`src/sv/gev_pkg.sv`:
```
`default_nettype none

package gev_pkg;

	// Four stick axes, each with a low and a high direction.
	localparam int NUM_AXES       = 4;
	localparam int AXIS_EVENTS    = 2 * NUM_AXES;
	localparam int AXIS_W         = 8;
	localparam int INPUT_BUTTONS  = 16;
	localparam int CODE_W         = 5;
	localparam int AXIS_CODE_BASE = 16;

	localparam logic [AXIS_W-1:0] AXIS_RESET        = 8'd127;
	localparam logic [AXIS_W-1:0] LOWER_THRESH_INIT = 8'd50;
	localparam logic [AXIS_W-1:0] UPPER_THRESH_INIT = 8'd200;

	// Configuration register indexes.
	localparam logic CFG_LOWER_THRESHOLD = 1'b0;
	localparam logic CFG_UPPER_THRESHOLD = 1'b1;

	// Events found by one axis lane.
	typedef struct packed {
		logic high_press;
		logic high_chg;
		logic low_press;
		logic low_chg;
	} axis_evt_t;

endpackage

`default_nettype wire

```
`src/sv/gev_axis_lane.sv`:
```
`default_nettype none

// Compares one axis against both thresholds, now and before.
module gev_axis_lane (
	input  wire logic [gev_pkg::AXIS_W-1:0] now_val,
	input  wire logic [gev_pkg::AXIS_W-1:0] was_val,
	input  wire logic [gev_pkg::AXIS_W-1:0] lower_threshold,
	input  wire logic [gev_pkg::AXIS_W-1:0] upper_threshold,
	output gev_pkg::axis_evt_t              evt
);

	logic now_low, was_low, now_high, was_high;

	always_comb begin
		now_low  = now_val <= lower_threshold;
		was_low  = was_val <= lower_threshold;
		now_high = now_val >= upper_threshold;
		was_high = was_val >= upper_threshold;

		evt.low_chg    = now_low ^ was_low;
		evt.low_press  = now_low;
		evt.high_chg   = now_high ^ was_high;
		evt.high_press = now_high;
	end

endmodule

`default_nettype wire

```
`src/sv/gev_serializer.sv`:
```
`default_nettype none

// Holds the events of one sample and hands them out lowest position first.
// Positions below the axis event count are axis codes, the rest are buttons.
module gev_serializer #(
	parameter int EV_W = 24
) (
	input  wire logic                       clk,
	input  wire logic                       arst_n,
	input  wire logic                       load,
	input  wire logic [EV_W-1:0]            load_vec,
	input  wire logic [EV_W-1:0]            load_press,
	output logic                            empty_next,
	output logic                            out_valid,
	input  wire logic                       out_ready,
	output logic                            is_press,
	output logic [gev_pkg::CODE_W-1:0]      event_code,
	output logic                            last
);

	localparam int IDX_W = $clog2(EV_W);

	logic [EV_W-1:0]  vec_q;
	logic [EV_W-1:0]  press_q;
	logic [EV_W-1:0]  pick;
	logic [EV_W-1:0]  rest;
	logic [IDX_W-1:0] pick_idx;
	logic             beat;

	always_comb begin
		pick     = vec_q & (~vec_q + EV_W'(1));
		rest     = vec_q & ~pick;
		pick_idx = '0;
		for (int i = 0; i < EV_W; i++) begin
			if (pick[i]) begin
				pick_idx = pick_idx | IDX_W'(i);
			end
		end
		out_valid = |vec_q;
		is_press  = |(press_q & pick);
		last      = ~|rest;
		beat      = out_valid && out_ready;
		empty_next = !out_valid || (beat && last);
		if (pick_idx < IDX_W'(gev_pkg::AXIS_EVENTS)) begin
			event_code = gev_pkg::CODE_W'(pick_idx) + gev_pkg::CODE_W'(gev_pkg::AXIS_CODE_BASE);
		end else begin
			event_code = gev_pkg::CODE_W'(pick_idx - IDX_W'(gev_pkg::AXIS_EVENTS));
		end
	end

	always_ff @(posedge clk or negedge arst_n) begin
		if (!arst_n) begin
			vec_q <= '0;
		end else if (load) begin
			vec_q <= load_vec;
		end else if (beat) begin
			vec_q <= rest;
		end
	end

	always_ff @(posedge clk) begin
		if (load) begin
			press_q <= load_press;
		end
	end

endmodule

`default_nettype wire

```
`src/sv/gamepad_event_generator.sv`:
```
// Gamepad event generator.
// Input channel (in_valid/in_ready): one gamepad sample per beat. A sample
// with sample_valid low is accepted and dropped without touching the stored
// state. Output channel (out_valid/out_ready): one key event per beat, with
// last set on the final event of a sample; a sample with no change yields
// no beat at all. Configuration channel (cfg_valid/cfg_ready) writes the
// lower (index 0) or upper (index 1) threshold and is always ready.
// Four axis lanes and one lane per watched button compare the sample with
// the stored state in the cycle it is accepted, and the stored state moves
// on at once. The found events wait in a one-entry buffer and then in the
// serialiser, which issues the lowest pending event each cycle that
// out_ready is high. A sample's events are registered in the buffer and
// then in the serialiser before the first appears. A sample gives up to 24
// events, one per beat; a new sample is taken every cycle while the buffer
// can drain, so the output rate of one event a cycle sets the pace. When
// the receiver stalls, the serialiser holds its event, the buffer fills
// and in_ready falls. Reset clears the pressed set, centres the stored
// axes at 127 and restores thresholds 50 and 200.
`default_nettype none

module gamepad_event_generator #(
	parameter int NUM_BUTTONS = 16
) (
	input  wire logic        clk,
	input  wire logic        arst_n,
	input  wire logic        in_valid,
	output logic             in_ready,
	input  wire logic        sample_valid,
	input  wire logic [15:0] buttons_raw,
	input  wire logic [7:0]  right_x,
	input  wire logic [7:0]  right_y,
	input  wire logic [7:0]  left_x,
	input  wire logic [7:0]  left_y,
	output logic             out_valid,
	input  wire logic        out_ready,
	output logic             is_press,
	output logic [4:0]       event_code,
	output logic             last,
	input  wire logic        cfg_valid,
	output logic             cfg_ready,
	input  wire logic        cfg_index,
	input  wire logic [7:0]  cfg_data
);

	// Only the buttons that exist on the input can be watched.
	localparam int WATCHED = (NUM_BUTTONS < gev_pkg::INPUT_BUTTONS) ?
		NUM_BUTTONS : gev_pkg::INPUT_BUTTONS;
	localparam int EV_W = gev_pkg::AXIS_EVENTS + WATCHED;

	logic [gev_pkg::AXIS_W-1:0] lower_q;
	logic [gev_pkg::AXIS_W-1:0] upper_q;
	logic [gev_pkg::AXIS_W-1:0] prev_axes_q [gev_pkg::NUM_AXES];
	logic [WATCHED-1:0]         prev_pressed_q;

	logic [gev_pkg::AXIS_W-1:0] now_axes [gev_pkg::NUM_AXES];
	gev_pkg::axis_evt_t         axis_evt [gev_pkg::NUM_AXES];
	logic [WATCHED-1:0]         pressed;

	logic [EV_W-1:0] found_vec;
	logic [EV_W-1:0] found_press;

	// One-entry buffer between the lanes and the serialiser.
	logic            pend_valid_s1;
	logic [EV_W-1:0] pend_vec_s1;
	logic [EV_W-1:0] pend_press_s1;

	logic in_beat;
	logic take_sample;
	logic ser_empty_next;
	logic ser_load;

	assign cfg_ready = 1'b1;

	assign now_axes[0] = right_x;
	assign now_axes[1] = right_y;
	assign now_axes[2] = left_x;
	assign now_axes[3] = left_y;

	for (genvar a = 0; a < gev_pkg::NUM_AXES; a++) begin : g_axis
		gev_axis_lane u_lane (
			.now_val         (now_axes[a]),
			.was_val         (prev_axes_q[a]),
			.lower_threshold (lower_q),
			.upper_threshold (upper_q),
			.evt             (axis_evt[a])
		);
	end

	// The button bits are active low; the stored set is active high.
	assign pressed = ~buttons_raw[WATCHED-1:0];

	always_comb begin
		for (int a = 0; a < gev_pkg::NUM_AXES; a++) begin
			found_vec[2*a]     = axis_evt[a].low_chg;
			found_vec[2*a+1]   = axis_evt[a].high_chg;
			found_press[2*a]   = axis_evt[a].low_press;
			found_press[2*a+1] = axis_evt[a].high_press;
		end
		for (int b = 0; b < WATCHED; b++) begin
			found_vec[gev_pkg::AXIS_EVENTS+b]   = pressed[b] ^ prev_pressed_q[b];
			found_press[gev_pkg::AXIS_EVENTS+b] = pressed[b];
		end
	end

	assign ser_load    = pend_valid_s1 && ser_empty_next;
	assign in_ready    = !pend_valid_s1 || ser_load;
	assign in_beat     = in_valid && in_ready;
	assign take_sample = in_beat && sample_valid;

	always_ff @(posedge clk or negedge arst_n) begin
		if (!arst_n) begin
			lower_q <= gev_pkg::LOWER_THRESH_INIT;
			upper_q <= gev_pkg::UPPER_THRESH_INIT;
		end else if (cfg_valid && cfg_ready) begin
			unique case (cfg_index)
				gev_pkg::CFG_LOWER_THRESHOLD: lower_q <= cfg_data;
				gev_pkg::CFG_UPPER_THRESHOLD: upper_q <= cfg_data;
				default: ;
			endcase
		end
	end

	always_ff @(posedge clk or negedge arst_n) begin
		if (!arst_n) begin
			prev_pressed_q <= '0;
			for (int a = 0; a < gev_pkg::NUM_AXES; a++) begin
				prev_axes_q[a] <= gev_pkg::AXIS_RESET;
			end
		end else if (take_sample) begin
			prev_pressed_q <= pressed;
			for (int a = 0; a < gev_pkg::NUM_AXES; a++) begin
				prev_axes_q[a] <= now_axes[a];
			end
		end
	end

	// A sample with no change never enters the buffer.
	always_ff @(posedge clk or negedge arst_n) begin
		if (!arst_n) begin
			pend_valid_s1 <= 1'b0;
		end else if (take_sample && (|found_vec)) begin
			pend_valid_s1 <= 1'b1;
		end else if (ser_load) begin
			pend_valid_s1 <= 1'b0;
		end
	end

	always_ff @(posedge clk) begin
		if (take_sample && (|found_vec)) begin
			pend_vec_s1   <= found_vec;
			pend_press_s1 <= found_press;
		end
	end

	gev_serializer #(
		.EV_W (EV_W)
	) u_ser (
		.clk        (clk),
		.arst_n     (arst_n),
		.load       (ser_load),
		.load_vec   (pend_vec_s1),
		.load_press (pend_press_s1),
		.empty_next (ser_empty_next),
		.out_valid  (out_valid),
		.out_ready  (out_ready),
		.is_press   (is_press),
		.event_code (event_code),
		.last       (last)
	);

	// The buffer never holds a sample without events.
	a_pend_nonempty: assert property (@(posedge clk) disable iff (!arst_n)
		pend_valid_s1 |-> (|pend_vec_s1))
		else $error("event buffer holds an empty sample");

	// A dropped sample leaves the stored buttons and the first and last stored axes alone.
	a_invalid_keeps_state: assert property (@(posedge clk) disable iff (!arst_n)
		(in_beat && !sample_valid) |=> ($stable(prev_pressed_q) && $stable(prev_axes_q[0])
			&& $stable(prev_axes_q[3])))
		else $error("invalid sample changed stored state");

	// Events of a sample continue until last.
	a_more_after_not_last: assert property (@(posedge clk) disable iff (!arst_n)
		(out_valid && out_ready && !last) |=> out_valid)
		else $error("sample events stopped before last");

	// Codes stay within the defined set.
	a_code_range: assert property (@(posedge clk) disable iff (!arst_n)
		out_valid |-> (event_code < 5'd24))
		else $error("event code out of range");

	// Input is refused only while the buffer is full and cannot drain.
	a_ready_rule: assert property (@(posedge clk) disable iff (!arst_n)
		!in_ready |-> (pend_valid_s1 && out_valid))
		else $error("input stalled without cause");

endmodule

`default_nettype wire

```
`config.mk`:
```
export PLATFORM = sky130hd
export DESIGN_NAME = gamepad_event_generator
export DESIGN_NICKNAME = d
export VERILOG_FILES = /design/src/sv/gev_pkg.sv /design/src/sv/gev_axis_lane.sv /design/src/sv/gev_serializer.sv /design/src/sv/gamepad_event_generator.sv
export SDC_FILE = /design/constraint.sdc
export NUM_CORES = 1
export LEC_CHECK = 0
export BUFFER_PORTS_ARGS = -buffer_cell sky130_fd_sc_hd__buf_2
export CAP_MARGIN = 20
export CORE_MARGIN = 3
export CORE_UTILIZATION = 61
export DETAILED_ROUTE_END_ITERATION = 12
export PLACE_DENSITY = 0.81
export SLEW_MARGIN = 30
export SYNTH_ARGS = -nofsm -noshare
export SYNTH_HDL_FRONTEND = slang
export SYNTH_SLANG_ARGS = --single-unit
```
`constraint.sdc`:
```
create_clock -name clk -period 6.05 [get_ports clk]
set_input_delay 0 -clock clk [delete_from_list [all_inputs] [get_ports clk]]
set_output_delay 0 -clock clk [all_outputs]
set_load 0.05 [all_outputs]
```
## Word-level counts from Yosys, hierarchy flattened

Index checks and enable logic that the tools add are counted.

| word-level totals | value |
|---|---|
| flip-flop bits (word level) | 161 |
| input bits | 63 |
| output and inout bits | 10 |
| word-level logic and storage cells | 110 |

| operators by class | value |
|---|---|
| add/subtract/negate cells | 3 |
| order comparisons | 17 |
| multiplexer cells | 28 |
| bitwise operators | 31 |
| reduce and logical (&&, ||, !) cells | 19 |

Operators by type and width:

| cell | number |
|---|---|
| $reduce_or 24->1 | 4 |
| $and 24x24->24 | 3 |
| $ge 8x8->1 | 8 |
| $le 8x8->1 | 8 |
| $mux 24 | 2 |
| $not 24->24 | 2 |
| $mux 5 | 9 |
| $mux 4 | 8 |
| $add 24x1->24 const B | 1 |
| $xor 1x1->1 | 24 |
| $not 16->16 | 1 |
| $mux 3 | 4 |
| $logic_and 1x1->1 | 6 |
| $add 5x5->5 const B | 1 |
| $lt 5x4->1 const B | 1 |
| $sub 5x4->5 const B | 1 |
| $mux 2 | 2 |
| $reduce_and 2->1 | 2 |
| $reduce_bool 2->1 | 2 |
| $logic_not 1->1 | 3 |
| $mux 1 | 3 |
| $logic_or 1x1->1 | 2 |
| $not 1->1 | 1 |

## Longest topological paths before layout

| depth | value |
|---|---|
| depth in word-level cells | 28 |
| depth in mapped cells | 12 |

## By module

From an unflattened synthesis, not the netlist that was laid out.

| unflattened totals | value |
|---|---|
| cells, all modules | 997 |
| area total of the unflattened synthesis | 9863.2 µm² |

Modules (own cells, without submodules):

| module | instances | cells each | area each (µm²) |
|---|---|---|---|
| gamepad_event_generator | 1 | 320 | 4174.0 |
| gev_axis_lane | 4 | 97 | 754.5 |
| gev_serializer | 1 | 289 | 2671.3 |

## Worst setup path before layout

OpenSTA, ideal clock, no wires.

| path | value |
|---|---|
| path kind | reg2reg |
| start | reg u_ser.vec_q[15] |
| end | reg pend_press_s1[0] (enable) |
| arrival | 4.939 ns |
| required time | 5.590 ns |
| slack | 0.652 ns |
| stages on the path, launching flop included | 12 |
| period minus slack after synthesis | 5.398 ns |
| cell sequence | dfrtp_1 buf_2 or4_4 or4_4 nor3_2 and2_1 inv_1 and2_1 a21oi_4 buf_6 buf_8 nor2b_1 |

| between the ends | value |
|---|---|
| elaborated cells on any way between the ends | 17 |

RTL lines:

| element | RTL line | RTL |
|---|---|---|
| from (decl) | gev_serializer.sv:23 | `logic [EV_W-1:0] vec_q;` |
| from (signal assigned) | gev_serializer.sv:55 | `vec_q <= load_vec;` |
| from (signal assigned) | gev_serializer.sv:57 | `vec_q <= rest;` |
| $reduce_or 24->1 (*) | gev_serializer.sv:39 | `out_valid = \|vec_q;` |
| net out_valid | gamepad_event_generator.sv:34 | `output logic out_valid,` |
| $logic_and 1x1->1 | gev_serializer.sv:42 | `beat = out_valid && out_ready;` |
| $logic_and 1x1->1 | gev_serializer.sv:43 | `empty_next = !out_valid \|\| (beat && last);` |
| $logic_or 1x1->1 (*) | gev_serializer.sv:43 |  |
| $logic_and 1x1->1 (*) | gamepad_event_generator.sv:105 | `assign ser_load = pend_valid_s1 && ser_empty_next;` |
| $logic_or 1x1->1 (*) | gamepad_event_generator.sv:106 | `assign in_ready = !pend_valid_s1 \|\| ser_load;` |
| $logic_and 1x1->1 (*) | gamepad_event_generator.sv:107 | `assign in_beat = in_valid && in_ready;` |
| $logic_and 1x1->1 (*) | gamepad_event_generator.sv:108 | `assign take_sample = in_beat && sample_valid;` |
| $logic_and 1x1->1 (*) | gamepad_event_generator.sv:149 | `if (take_sample && (\|found_vec)) begin` |
| to (signal assigned) | gamepad_event_generator.sv:151 | `pend_press_s1 <= found_press;` |
| to (decl) | gamepad_event_generator.sv:65 | `logic [EV_W-1:0] pend_press_s1;` |

Mark *: on every way through the listed nets, which the timed path passes. The rest lies on a longest branch.
A chain may end at the register's enable or synchronous reset.

## Worst setup path after layout

| path | value |
|---|---|
| start | reg u_ser.vec_q[3] |
| end | reg pend_vec_s1[12] (enable) |

| between the ends | value |
|---|---|
| cells in the longest elaborated chain, start to end | 14 |
| elaborated cells on any way between the ends | 17 |

RTL lines:

| element | RTL line | RTL |
|---|---|---|
| $not 24->24 | gev_serializer.sv:31 | `pick = vec_q & (~vec_q + EV_W'(1));` |
| $add 24x1->24 | gev_serializer.sv:31 |  |
| $and 24x24->24 | gev_serializer.sv:31 |  |
| $not 24->24 | gev_serializer.sv:32 | `rest = vec_q & ~pick;` |
| $and 24x24->24 | gev_serializer.sv:32 |  |
| $reduce_or 24->1 | gev_serializer.sv:41 | `last = ~\|rest;` |
| $logic_not 1->1 | gev_serializer.sv:41 |  |
| $logic_and 1x1->1 | gev_serializer.sv:43 |  |
| $logic_or 1x1->1 (*) | gev_serializer.sv:43 |  |
| $logic_and 1x1->1 (*) | gamepad_event_generator.sv:105 |  |
| $logic_or 1x1->1 (*) | gamepad_event_generator.sv:106 |  |
| $logic_and 1x1->1 (*) | gamepad_event_generator.sv:107 |  |
| $logic_and 1x1->1 (*) | gamepad_event_generator.sv:108 |  |
| $logic_and 1x1->1 (*) | gamepad_event_generator.sv:149 |  |
| to (signal assigned) | gamepad_event_generator.sv:150 | `pend_vec_s1 <= found_vec;` |
| to (decl) | gamepad_event_generator.sv:64 | `logic [EV_W-1:0] pend_vec_s1;` |

Every way passes the cells marked *; elsewhere a longest branch is shown, timed or not.

==> reports/qor.yml <==
timing:
  max_freq_ghz: 0.2574
  layout_worst_path_cycle_share: 0.6423
  rsz0062_at_grt: "no"
  setup_viol: 0
  hold_violations: 0
  transition_time_at_the_pin_with_the_least_slew_margin_ns: 0.9122
  drv_slew: 0
  setup_total_negative_slack_ns: 0
  timing.hold.ws_ns: 0.02277
  finalClockSkew_ns: 0.01232
  finalCriticalPeriod_ns: 3.886
  maxSlewHeadroom: 0.3919
power_and_ir_drop:
  power-per-cell-area_nw_per_um2: 528.1
  switching_power_w: 0.002697
  ir_worst_vdd_uv: 782.7
  internal_power_w: 0.003262
  p_sw_frac: 0.4526
  power.share.sequential: 0.319
  combinationalPowerShare: 0.502
  pwr-share-clk: 0.179
  power_leakage_nw: 4.933
logic_synthesis:
  post_synth_num_cell_types: 64
  synth_top_family_by_area: "adder cells"
  synthDominantCellAreaShare: 0.2268
  share_of_the_synthesized_area_in_compound_gates_ao_oa_aoi_oai: 0.1210
  synth-simple-area-share: 0.1192
  synth_cells: 855
  synth_area_leaders: "edfxtp_1 (23%), ha_1 (17%), dfrtp_1 (14%), dfstp_2 (9.4%), mux2_2 (5.7%)"
  mappedNetlistNets: 1047
  synth_async_sr_flop_share: 0.5528
  synthesis.area_per_instance_um2: 11.15
  synth.area.mux_share: 0.06680
  synth_top_area_cell: "edfxtp_1"
  synth_sequential_area_ratio: 0.4648
  syn-cell-area_um2: 9534
  number_of_enable_type_register_cells_in_the_synthesized_netlist: 72
  synth_ff_type: "edfxtp_1"
  yosys.area_share.adder: 0.1703
  synthesized_area_fraction_occupied_by_xor_and_xnor_cells: 0.02205
  yosys_warnings: 0
  postSynthRegisterBits: 161
final_layout:
  filler_cell_count: 979
  antenna-diode-count: 0
  most_common_library_cell_in_the_layout_ignoring_fill_and_taps: "ha_1"
  instances_no_fill: 1212
  final_net_count: 1180
  layout_cells_sized_above_1: 0.1968
  area_growth_syn_to_layout_pct: 18.36
  most-common-layout-cells: "ha_1 (129), edfxtp_1 (72), nand2_1 (71)"
clock_network:
  htree_levels: 4
  cts_sinks: 161
  insertion_delay_ns: 0.43
  clock_tree_from_tritoncts: "built"
  cts_buffer_depth: 2
  cts.clk_slew.worst_paths_ns: 0.07
  cts.repair_timing.setup_buffer_count: 0
  clock_buffers_created_by_tritoncts: 17
  clockRootBuffer: "clkbuf_16"
setup_path:
  timing.critical_path.arrival_ns: 3.97
  cp_cell_sequence: "nor4_1, nand3_1, or3_1, a221o_1, a211oi_2, nand3_2, a21oi_4, nor2b_4, buf_4"
  crit_path_top_delay_cell: "nor4_1"
  start_kind: "register"
  critical_path.max_stage_delay_ns: 0.54
  critical_path.max_fanout: 33
  worst-endpoint-required_ns: 6.13
  timing.setup.critical_path_class: "register to register"
  critical_path.n_buffers_inverters: 1
  timing.critical_path.to_type: "register"
  cp_top_family: "simple AND/OR/NAND/NOR gates"
grt:
  grt_start_max_net_pins: 69
  globalRouteTotalUtil: 0.2989
  grt_antenna_before_repair: 0
  number_of_global_route_vias_before_repair: 7353
  grt_overflow: 0
  grt_first_pass_wirelength_um: 38670
route:
  routed_wl_um: 24830
  drt-vias-per-instance: 6.182
  drc: 0
  drt-pass1-iter-count: 6
  drtAntennaViolNets: 0
  first_iter_violations: 806
  detailroute.via_count: 7493
  wire_per_inst_um: 20.49
flow_run:
  max_cap_viol_count: 0
die:
  design.portCount: 73
  placeable_core_region_um2: 15260
  initial_core_utilization: 0.6248
  dieArea_um2: 17170
  die_y_um: 131.0
  chipWidth_um: 131.0
  number_of_placement_rows: 45
placed_design:
  detailedPlacementHpwl_um: 16710
  dpl.cell_count: 1117
  gp_congestion: 0.9329
  place.port_buffers: 71
worst_hold_path:
  worst_hold_path_type: "primary input to register"
outcome:
  status: "completed"
[cells in the mapped netlist, types with 5 or more instances]
library cell,instances
nand2_1,71
nor2_1,34
nor3_1,14
and2_1,7
nor3b_1,5
mux2_1,5
nand2b_1,5
xnor2_1,22
dfrtp_1,55
or3_1,7
o21ai_0,44
mux2_2,48
dfstp_2,34
a21oi_1,57
o22ai_1,7
clkbuf_1,15
a21o_1,7
nor2b_1,11
nand4_1,20
a22o_1,21
nor4_1,14
edfxtp_1,72
nand3_1,15
ha_1,129
and3_1,9
inv_1,56
[final cells by class]
cell class                      count  area [µm²]  share of cell area
Sequential cell                   161        4432              0.3927
Clock inverter                     12       107.6            0.009535
Multi-Input combinational cell    614        4783              0.4239
Clock buffer                       20       469.2             0.04158
Tap cell                          211       264.0             0.02339
Timing Repair Buffer              138        1018             0.09025
Inverter                           56       210.2             0.01863
[tightest hold or removal path, delay by kind of cell]
family	cells	cell delay, ns
buffers and inverters	1	0.09
and+or+nand+nor	2	0.27
AOI/OAI and AO/OA	1	0.09
[state kept, by name, summed over array words and instances, names as in the netlist]
| register | flops |
|---|---|
| pend_vec_s1 | 24 |
| pend_valid_s1 | 1 |
| pend_press_s1 | 24 |
| u_ser.vec_q | 24 |
| prev_pressed_q | 16 |
| prev_axes_q | 32 |
| upper_q | 8 |
| lower_q | 8 |
| u_ser.press_q | 24 |
[through the flow]
step                instance area [µm²]  total power [W]    util  setup slack (ns)
global route                      11280         0.006338  0.7396             1.835
finish                            11280         0.005959  0.7396             2.164
CTS                               11280         0.005886  0.7396             2.201
detailed placement                10080         0.004764  0.6604             2.240
floorplan                          9534         0.004066       -            0.6516
global placement                  10080         0.004665  0.6604             2.339
[metal layers]
| metal | GRT usage | wire length [µm] | vias up |
|---|---|---|---|
| met1 | 0.4042 | 10320 | 3584 |
| met3 | 0.06829 | 1786 | 82 |
| li1 | - | - | 3478 |
| met2 | 0.4689 | 11860 | 349 |
| met5 | 0 | 0 | - |
| met4 | 0.1210 | 866 | 0 |
[power by group through the flow]
stage	clock (W)	combinational, W	sequential (W)
4_1_cts	0.00106	0.00294	0.00188
6_report	0.00106	0.00299	0.00190
2_1_floorplan	0	0.00231	0.00176
3_5_place_dp	0	0.00286	0.00190
3_3_place_gp	0	0.00278	0.00189
5_1_grt	0.00111	0.00329	0.00194
[worst paths after layout]
path                                   from               end  slack, ns  cells past startpoint
max                          u_ser.vec_q[3]   pend_vec_s1[12]       2.16                      9
min                               cfg_index        lower_q[4]       0.02                      4
max reg2reg                  u_ser.vec_q[3]   pend_vec_s1[12]       2.16                      9
min reg2reg                pend_press_s1[5]  u_ser.press_q[5]       0.42                      0
max in group asynchronous            arst_n        upper_q[4]       4.33                      4
min in group asynchronous            arst_n   u_ser.vec_q[17]       0.53                      3
[kinds of logic (layout without fill, tap and decap cells)]
logic type               count (synthesis)  after routing
multiplexers                            57             57
XOR/XNOR                                24             24
AO/OA/AOI/OAI                          179            179
adder cells (fa/ha/maj)                130            130
buffers and inverters                   80            226
other                                    1              1
flip-flops                             161            161
AND/OR/NAND/NOR                        223            223
[timing repair]
item	CTS	global route
hold buffers	63	0
endpoints found under the hold margin	120	0
resized for setup	0	0
Note: power is estimated with default switching activity, not from simulation.
